File: config.mk
export PLATFORM = sky130hd
export DESIGN_NAME = kmc_cell
export DESIGN_NICKNAME = d
export VERILOG_FILES = /design/src/rtl/assert_macros.svh /design/src/rtl/kmc_pkg.sv /design/src/rtl/kmc_cell.sv
export SDC_FILE = /design/constraint.sdc
export NUM_CORES = 2
export LEC_CHECK = 0
export ABC_AREA = 1
export CAP_MARGIN = 20
export CORE_ASPECT_RATIO = 0.5
export CORE_UTILIZATION = 60
export DETAILED_ROUTE_END_ITERATION = 10
export DONT_BUFFER_PORTS = 1
export PLACE_DENSITY = 0.76
export SYNTH_ARGS = -nofsm -noshare
export SYNTH_HDL_FRONTEND = slang
export SYNTH_SLANG_ARGS = --single-unit
File: constraint.sdc
create_clock -name clk -period 25.7 [get_ports clk]
set_clock_uncertainty 0.2 [all_clocks]
set_input_delay 2.57 -clock clk [delete_from_list [all_inputs] [get_ports clk]]
set_output_delay 2.57 -clock clk [all_outputs]
set_load 0.005 [all_outputs]
File: src/rtl/assert_macros.svh
// Assertion helpers for the clustering block.
`ifndef ASSERT_MACROS_SVH
`define ASSERT_MACROS_SVH

// Check that a condition implies a consequence in the same cycle.
`define ASSERT_IMPLY(label, clk, rst, cond, cons, msg) \
  label: assert property (@(posedge clk) disable iff (rst) (cond) |-> (cons)) \
    else $error(msg);

// Check that a condition implies a consequence in the next cycle.
`define ASSERT_NEXT(label, clk, rst, cond, cons, msg) \
  label: assert property (@(posedge clk) disable iff (rst) (cond) |=> (cons)) \
    else $error(msg);

`endif

File: src/rtl/kmc_pkg.sv
package kmc_pkg;
  localparam int MaxPoints = 64;
  localparam int MaxClusters = 8;
  localparam int CoordBits = 16;

  localparam logic [1:0] OP_APPEND = 2'd0;
  localparam logic [1:0] OP_SEED = 2'd1;
  localparam logic [1:0] OP_RUN = 2'd2;

  localparam logic CFG_NUM_CLUSTERS = 1'b0;
  localparam logic CFG_ITERATIONS = 1'b1;

  // Command that travels down the cell row.
  typedef struct packed {
    logic assign_go;
    logic seed_go;
  } kmc_ctl_t;
endpackage

File: src/rtl/kmc_cell.sv
module kmc_cell import kmc_pkg::*; #(
  parameter int CB = CoordBits,
  parameter int CL = 3,
  parameter logic [CL-1:0] IDX = '0
) (
  input  logic                 clk,
  input  logic                 rst,
  input  logic                 en,
  input  kmc_ctl_t             ctl,
  input  logic signed [CB-1:0] px,
  input  logic signed [CB-1:0] py,
  input  logic [CL-1:0]        seed_slot,
  input  logic signed [CB-1:0] new_x,
  input  logic signed [CB-1:0] new_y,
  input  logic                 upd,
  input  logic                 in_valid,
  input  logic [2*CB:0]        in_dist,
  input  logic [CL-1:0]        in_label,
  output logic                 out_valid,
  output logic [2*CB:0]        out_dist,
  output logic [CL-1:0]        out_label
);
  logic signed [CB-1:0] cx;
  logic signed [CB-1:0] cy;
  logic signed [CB:0] dx;
  logic signed [CB:0] dy;
  logic signed [2*CB+1:0] sqx;
  logic signed [2*CB+1:0] sqy;
  logic [2*CB:0] d;
  logic take;

  assign dx = {px[CB-1], px} - {cx[CB-1], cx};
  assign dy = {py[CB-1], py} - {cy[CB-1], cy};
  assign sqx = dx * dx;
  assign sqy = dy * dy;
  assign d = (2*CB+1)'(sqx + sqy);
  assign take = en && (!in_valid || d <= in_dist);

  always_ff @(posedge clk) begin
    if (rst) begin
      cx <= '0;
      cy <= '0;
      out_valid <= 1'b0;
    end else begin
      if (ctl.seed_go && seed_slot == IDX) begin
        cx <= px;
        cy <= py;
      end else if (upd) begin
        cx <= new_x;
        cy <= new_y;
      end
      out_valid <= ctl.assign_go && (in_valid || en);
    end
  end

  always_ff @(posedge clk) begin
    out_dist <= take ? d : in_dist;
    out_label <= take ? IDX : in_label;
  end
endmodule

==> qor.csv <==
stage;metric;value;unit
setup_path;arrival;14.14;ns
synthesis;synth_area;0.0243;mm²
synthesis;synth_largest_area_cell;fa_1;
grt;grt_start_max_net_pins;65;
drt;routed_wl;56.2;mm
synthesis;syn_inst;2816;
synthesis;synth_xor_area_frac;0.0251;
clocking;cts.path.max_buffers;2;
grt;grtUsageTotal;0.293;
final_layout;multi_input_area;0.0194;mm²
floorplanning;num_rows;51;
clocking;insertion_delay;0.38;ns
synthesis;synth_top_family_by_area;adder cells;
final_layout;n_antenna_cell;0;
synthesis;synth_edf_count;0;
synthesis;synth_area_leaders;fa_1 49%, inv_1 13%, ha_1 10%;
timing;tightest_slew;1.04;ns
setup_path;cp-start-kind;input pin;
drt;vias_per_cell;5.28;
synthesis;synthSimpleGateAreaFrac;0.123;
timing;fmax;0.0708;GHz
setup_path;slowest_delay;0.82;ns
drt;vias;17600;
timing;period_share;0.549;
synthesis;synth.top_cell.area_share;0.488;
clocking;cts_tree;yes;
final_layout;final_cell_mix;845 x inv_1, 592 x fa_1, 319 x nor2_1, 317 x nand2_1, 197 x ha_1;
timing;setup_viol;0;
timing;finalSetupTns;0;ns
setup_path;worst-path-max-fanout;62;
clocking;cts.sinks;69;
grt;antenna_found_initial;1;
drt;firstDrtPassIters;5;
floorplanning;coreArea;0.0394;mm²
hold_path;hold_path_class;flop to flop;
grt;grt-ovfl-total;0;
setup_path;path_class;input pin to flop;
synthesis;ys_types;61;
place;place.gp.congestion;0.970;
setup_path;slowest_stage;fa_1;
floorplanning;die_w;286;µm
synthesis;synth_warnings;0;
clocking;cts_setup_buffers;0;
clocking;ctsResizeCount;0;
grt;first_global_vias;18700;
floorplanning;initial_core_util;0.616;
floorplanning;die_area;0.0413;mm²
final_layout;drive_gt1_frac;0.0368;
drt;post_drt_wl_per_cell;16.9;µm
synthesis;synth_compound_area_frac;0.0598;
timing;min_period;14.12;ns
final_layout;synthToLayoutAreaGrowth;3.95;%
synthesis;synth_fa_ha_area_frac;0.590;
synthesis;muxShareOfSynthArea;0;
clocking;path_clk_slew;0.06;ns
clocking;cts-buffers-inserted;9;
timing;slew-limit-headroom;0.308;
synthesis;post_synth.cell_area_avg;8.62;µm²
synthesis;ys.flop_type;dfxtp_1;
flow_run;drv_cap;0;
clocking;cts.htree.levels;3;
clocking;cts_hold_buf;0;
synthesis;synth-async-reset-ratio;0;
drt;ant_nets;0;
timing;final-hold-violation-count;0;
clocking;root_buffer;clkbuf_16;
final_layout;fillers;3303;
place;io_buffers;0;
final_layout;register_area;0.00138;mm²
grt;grt_pass1_wl;92.3;mm
outcome;outcome;finished, final reports clean;
setup_path;cp-end-kind;flop;
setup_path;crit_top_cell;inv_1;
final_layout;final_common_cell;inv_1;
synthesis;ys_ff_latch;69;
floorplanning;ioPinCount;147;
synthesis;ys_seq_area_frac;0.0569;
timing;slew_violations;0;
drt;post-route-drc-count;0;
final_layout;layout.nets;3693;
setup_path;required;25.72;ns
drt;drtIter0Drc;1177;
place;hpwl;49.5;mm
synthesis;synth_nets;3715;
floorplanning;die_h;144;µm
timing;grt_setup_unrepaired;no;
cell families (layout without fill, tap and decap cells):
group,count (synthesis),after routing
buffers and inverters,924,907
AOI/OAI and AO/OA,245,245
DFF,69,69
xor gates and xnor gates,61,61
adders and majority gates,789,789
and+or+nand+nor,728,728
worst max-delay path: cells and delay by family:
| family | cells | cell delay (ns) |
|---|---|---|
| adder cells (fa/ha/maj) | 12 | 5.58 |
| AND/OR/NAND/NOR | 20 | 2.72 |
| buffers and inverters | 15 | 2.12 |
| AO/OA/AOI/OAI | 3 | 0.51 |
| XOR/XNOR | 1 | 0.60 |
registers in the layout, indices dropped and copies added (netlist names):
name and count:
cx 16, out_valid 1, out_label 3, out_dist 33, cy 16
per-stage QoR:
| stage | hold slack [ns] | setup WS (ns) | std cells | util | area, µm² |
|---|---|---|---|---|---|
| 2_1_floorplan | 0.270 | 12.77 | 2816 | - | 24300 |
| 3_3_place_gp | 0.284 | 11.47 | 3311 | 0.631 | 24800 |
| 3_5_place_dp | 0.292 | 11.07 | 3311 | 0.631 | 24800 |
| 4_1_cts | 0.301 | 11.40 | 3327 | 0.640 | 25200 |
| 5_1_grt | 0.310 | 10.60 | 3329 | 0.641 | 25200 |
| 6_report | 0.295 | 11.58 | 3329 | 0.641 | 25200 |
synth_stat cells, drive strengths merged (4+ instances only):
cell,count
a211oi,32
a21boi,4
a21o,7
a21oi,108
buf,20
clkbuf,36
clkinv,4
dfxtp,69
fa,592
ha,197
inv,864
nand2,326
nand3,34
nand4,8
nor2,329
nor3,9
o21ai,68
o21bai,7
or2,11
xnor2,19
xor2,42
per-layer routing:
metal  GRT usage  wire length (µm)  part of all wire  up-vias
met5           0                13           0.00023        -
met4      0.0827              1360             0.024        2
met3      0.0563              4830             0.086       96
met2       0.491             27000              0.48      614
met1       0.391             23000              0.41     8749
li1            -                 -                 -     8110
final timing paths:
kind	end	slack, ns	cells after the start	from
setup / recovery	out_dist[15]	11.58	51	py[0]
hold / removal	cx[0]	0.29	2	cx[0]
setup reg to reg	out_dist[15]	13.50	50	cy[0]
hold reg to reg	cx[0]	0.29	2	cx[0]
area by class of cell:
cell class                 count  share of cell area
inverter                     868               0.129
clock buffer                  11              0.0100
sequential                    69              0.0548
timing repair buffer          23             0.00764
tap                          530              0.0263
clock inverter                 5             0.00422
multi-input combinational   1823               0.768
Power is not shown: default switching activity piles up to over one toggle a cycle in this logic, so the estimate is an artifact.
