<file path="config.mk">
export PLATFORM = sky130hd
export DESIGN_NAME = kmc_divider
export DESIGN_NICKNAME = d
export VERILOG_FILES = /design/src/rtl/assert_macros.svh /design/src/rtl/kmc_divider.sv
export SDC_FILE = /design/constraint.sdc
export NUM_CORES = 1
export LEC_CHECK = 0
export ABC_CLOCK_PERIOD_IN_PS = 3630
export BUFFER_PORTS_ARGS = -buffer_cell sky130_fd_sc_hd__buf_4
export CAP_MARGIN = 20
export CELL_PAD_IN_SITES_DETAIL_PLACEMENT = 1
export CELL_PAD_IN_SITES_GLOBAL_PLACEMENT = 1
export CORE_MARGIN = 2
export CORE_UTILIZATION = 25
export CTS_CLUSTER_DIAMETER = 40
export DETAILED_ROUTE_END_ITERATION = 10
export GPL_ROUTABILITY_DRIVEN = 0
export PLACE_DENSITY = 0.59
export SLEW_MARGIN = 30
export SYNTH_ARGS = -nofsm -noshare
export SYNTH_HDL_FRONTEND = slang
export SYNTH_SLANG_ARGS = --single-unit
</file>
<file path="constraint.sdc">
create_clock -name clk -period 3.63 [get_ports clk]
set_input_delay 0.1815 -clock clk [delete_from_list [all_inputs] [get_ports clk]]
set_output_delay 0.1815 -clock clk [all_outputs]
set_load 0.05 [all_outputs]
</file>
<file path="src/rtl/assert_macros.svh">
// Assertion helpers for the clustering block.
`ifndef ASSERT_MACROS_SVH
`define ASSERT_MACROS_SVH

// Check that a condition implies a consequence in the same cycle.
`define ASSERT_IMPLY(label, clk, rst, cond, cons, msg) \
  label: assert property (@(posedge clk) disable iff (rst) (cond) |-> (cons)) \
    else $error(msg);

// Check that a condition implies a consequence in the next cycle.
`define ASSERT_NEXT(label, clk, rst, cond, cons, msg) \
  label: assert property (@(posedge clk) disable iff (rst) (cond) |=> (cons)) \
    else $error(msg);

`endif

</file>
<file path="src/rtl/kmc_divider.sv">
module kmc_divider #(
  parameter int SW = 23,
  parameter int NW = 7
) (
  input  logic                 clk,
  input  logic                 rst,
  input  logic                 start,
  input  logic signed [SW-1:0] num,
  input  logic [NW-1:0]        den,
  output logic                 done,
  output logic signed [SW-1:0] quo
);
  localparam int CW = $clog2(SW + 1);
  logic [SW-1:0] mag;
  logic [SW-1:0] q;
  logic [NW:0] rem;
  logic [NW:0] trial;
  logic [NW-1:0] dv;
  logic neg;
  logic busy;
  logic [CW-1:0] cnt;

  assign trial = {rem[NW-1:0], mag[SW-1]} - {1'b0, dv};

  always_ff @(posedge clk) begin
    if (rst) begin
      busy <= 1'b0;
      done <= 1'b0;
    end else begin
      done <= 1'b0;
      if (start) begin
        busy <= 1'b1;
        cnt <= CW'(SW);
        mag <= num[SW-1] ? SW'(-num) : SW'(num);
        neg <= num[SW-1];
        dv <= den;
        rem <= '0;
        q <= '0;
      end else if (busy) begin
        mag <= mag << 1;
        if (!trial[NW]) begin
          rem <= trial;
          q <= {q[SW-2:0], 1'b1};
        end else begin
          rem <= {rem[NW-1:0], mag[SW-1]};
          q <= {q[SW-2:0], 1'b0};
        end
        cnt <= cnt - 1'b1;
        if (cnt == CW'(1)) begin
          busy <= 1'b0;
          done <= 1'b1;
        end
      end
    end
  end

  assign quo = neg ? SW'(-q) : q;
endmodule

</file>
==> metrics.md <==
| Metric | Value |
|---|---|
| Die area | 16800 µm² |
| DR iter-0 viols | between 150 and 200 |
| Count leader, synth | edfxtp_1 |
| XOR/XNOR Fraction of Synth Area | 9.79% |
| Crit-path cells | or4_1 > or4_4 > or4_4 > o31ai_4 > xnor2_1 > buf_4 |
| Synth Area per Inst | 10.6 µm² |
| Clk_skew | 0.00354 ns |
| Final hold viol count | 0 |
| Port bufs | 56 |
| Combinational family with the most area after synthesis | simple AND/OR/NAND/NOR gates |
| Post-route setup slack | 0.584 ns |
| Post-DRT Antenna Nets | 0 |
| Grt total ovfl | 0 |
| Detailed-route DRC error count | 0 |
| Hold_ws | 0.0275 ns |
| Longest Clk Path Bufs | 2 |
| Overall power | between 2000 and 2500 µW |
| CTS tree | built |
| Crit Path Max Fanout | 5 |
| CP top delay family | simple AND/OR/NAND/NOR gates |
| Worst Hold Class | input port to register |
| Worst Path Arrival | 2.86 ns |
| Worst vdd ir | 0.232 mV |
| Syn nets | 416 |
| RSZ-0062 raised after global routing | no |
| CP required | 3.45 ns |
| Stages on the worst setup path | 6 |
| Leak | 0.00181 µW |
| Highest clock rate | between 300 and 400 MHz |
| Core ar. | 15300 µm² |
| Startpoint types | register |
| Setup-failing EPs final | 0 |
| Reg clk slew, reported paths | 0.06 ns |
| Yosys top cell area share | 50.3% |
| DR vias/cell | 4.55 |
| Reg-to-reg startpoint | rem[0] |
| # hold bufs at CTS | 0 |
| CP startpoint | q[0] |
| Die width | 130 µm |
| P&R area growth vs syn | 25.0% |
| PostCTS Resize Cnt | 0 |
| Sink Count | 68 |
| Slowest-stage cell, CP | or4_1 |
| Synth Flop Type | edfxtp_1 |
| R2R Path End | rem[3] |
| Top cells by count, synth | 66 x edfxtp_1, 34 x a21oi_1, 33 x nor2_1 |
| Slew @ Worst Pin | 0.873 ns |
| Fraction of layout cells with a size suffix above 1 | about a fifth |
| Nets | 469 |
| Footprint of the multi-input gates | 1800 µm² |
| Max Cap Viol | 0 |
| Area occupied by registers | roughly 2000 µm² |
| Adder-Cell Fraction of Synth Area | 4.00% |
| Area leader, netlist | edfxtp_1 |
| Hpwl dp | approximately 6400 µm |
| Pwr/cell area | 505 nW/µm² |
| Post-synth EDFFs | 66 |
| Final wirelength | 8990 µm |
| Initial core utilization | 25.7% |
| Period minus WS final | ~3.0 ns |
| H-tree level count | 3 |
| Post-synthesis simple-gate area fraction | 16.2% |
| Ys async rst share | 0% |
| Fin. max-slew vios | 0 |
| Worst reg2reg path depth | 6 |
| Vias after detailed routing | 2912 |
| Mapped Area | 3940 µm² |
| Mux cell area share after synthesis | 0.540% |
| First-pass GRT wire length | 15100 µm |
| Fill count | 1764 |
| CTS root buf | clkbuf_16 |
| FP Rows | 45 |
| YS warnings | 0 |
| Cts bufs inserted | 9 |
| Largest net degree at the start of global routing | 60 |
| I/O pin count | 57 |
| Ranking of synthesized cells by area | edfxtp_1 50%, xor2_1 5.8%, a21oi_1 4.3%, xnor2_1 4.0%, nor2b_1 4.0% |
| Cells after Synth | 371 |
| Vias in the first global route | between 2000 and 3000 |
| Final instance area | 4920 µm² |
| Compound-cell area share of the yosys netlist | 15.0% |
| Crit path largest cell delay | roughly 0.58 ns |
| Post-synth cell types | 47 |
| Detailed Routing Iterations Pass 1 | 4 |
| Placed cell areas | 4580 µm² |
| Initial antenna violation count | 0 |
| Crit share post-route | 83.9% |
| Crit Path Class | register to output port |
| Die Height | 130 µm |
| Seq cells post-synth | 68 |
| Slew margin rel. | 41.6% |
| CP Capture Point | quo[17] |
| Seq/Total Area, Yosys | 51.4% |
| WL/cell | 14.0 µm |
| Final setup TNS | 0 ns |
| Status | complete, no violations |
| CP Capture Type | output port |
| Most frequent cell on the critical path | or4_4 |
| GRT Overall Usage | around 11% |
| Setup WS pre-CTS | 0.766 ns |
| FF-to-FF setup slack | between 0.7 and 0.8 ns |
| Clock Latency Late Sink | 0.33 ns |
| Post-CTS setup buffer count | 0 |
| Buf/Inv on CP | 1 |
| # diodes | 0 |
routing by layer:
layer  vias up  wire, µm  GRT usage (%)
met3        11       325           2.77
met5         -         0              0
met4         0       134           3.80
met2        46      4030           17.3
met1      1393      4490           15.9
li1       1462         -              -
state kept, by name, summed over array words and instances, names as in the netlist:
signal	count
mag	23
q	23
dv	7
rem	7
cnt	5
busy	1
done	1
neg	1
worst register-to-register path, delay by kind of cell, from the launching register on:
| kind | cells | cell delay, ns |
|---|---|---|
| AO/OA/AOI/OAI | 3 | 1.11 |
| adder cells (fa/ha/maj) | 1 | 0.30 |
| flip-flops | 1 | 0.42 |
| AND/OR/NAND/NOR | 2 | 0.90 |
cell usage in the layout (no fill, tap or decap), types with 3 or more instances in the layout:
cell type / netlist / layout
buf_4: 1 / 58
edfxtp_1: 66 / 66
o31ai_1: 14 / 14
xor2_1: 26 / 26
nor2_1: 33 / 32
or4_1: 5 / 5
clkbuf_16: 0 / 9
bufinv_16: 0 / 3
nand2b_1: 3 / 3
a21oi_1: 34 / 34
or3_1: 8 / 8
nor4_1: 3 / 3
nor3_1: 4 / 4
nor2b_1: 25 / 25
ha_1: 11 / 11
inv_1: 16 / 16
o21a_1: 3 / 3
nand2_1: 23 / 23
o41ai_1: 6 / 6
xnor2_1: 18 / 18
o21ai_0: 20 / 20
nand3_1: 4 / 4
worst min path at each step:
stage	cells after the start	to	startpoint	slack, ns
3_5_place_dp	1	dv[5]	den[5]	0.36
6_report	1	dv[5]	den[5]	0.03
3_3_place_gp	1	dv[6]	den[6]	0.36
4_1_cts	1	dv[5]	den[5]	0.009
5_1_grt	1	dv[3]	den[3]	0.01
2_1_floorplan	1	done	rst	0.26
where the power goes:
part / switching [µW] / total, µW / internal, µW / leakage (µW)
clock network: 333 / 1000 / 668 / 0.000161
registers: 39.6 / 974 / 934 / 0.000647
logic: 324 / 510 / 186 / 0.00101
total: 696 / 2480 / 1790 / 0.00181
cell type report:
class	instances	share of cell area [%]
Clock buffer	9	4.58
Clock inverter	7	2.34
Inverter	16	1.22
Multi-Input combinational cell	271	36.6
Sequential cell	68	41.1
Tap cell	211	5.36
Timing Repair Buffer	58	8.85
cell families after synthesis:
kind of cell,Yosys count
mux,2
simple gates,121
flops,68
xor+xnor,44
compound gates,92
buf+inv,32
fa+ha+maj,12
through the flow:
stage          std cells  util [%]
2_1_floorplan        371         -
3_3_place_gp         624      29.9
3_5_place_dp         624      29.9
4_1_cts              640      32.1
5_1_grt              640      32.1
6_report             640      32.1
Note: power is estimated with default switching activity, not from simulation.
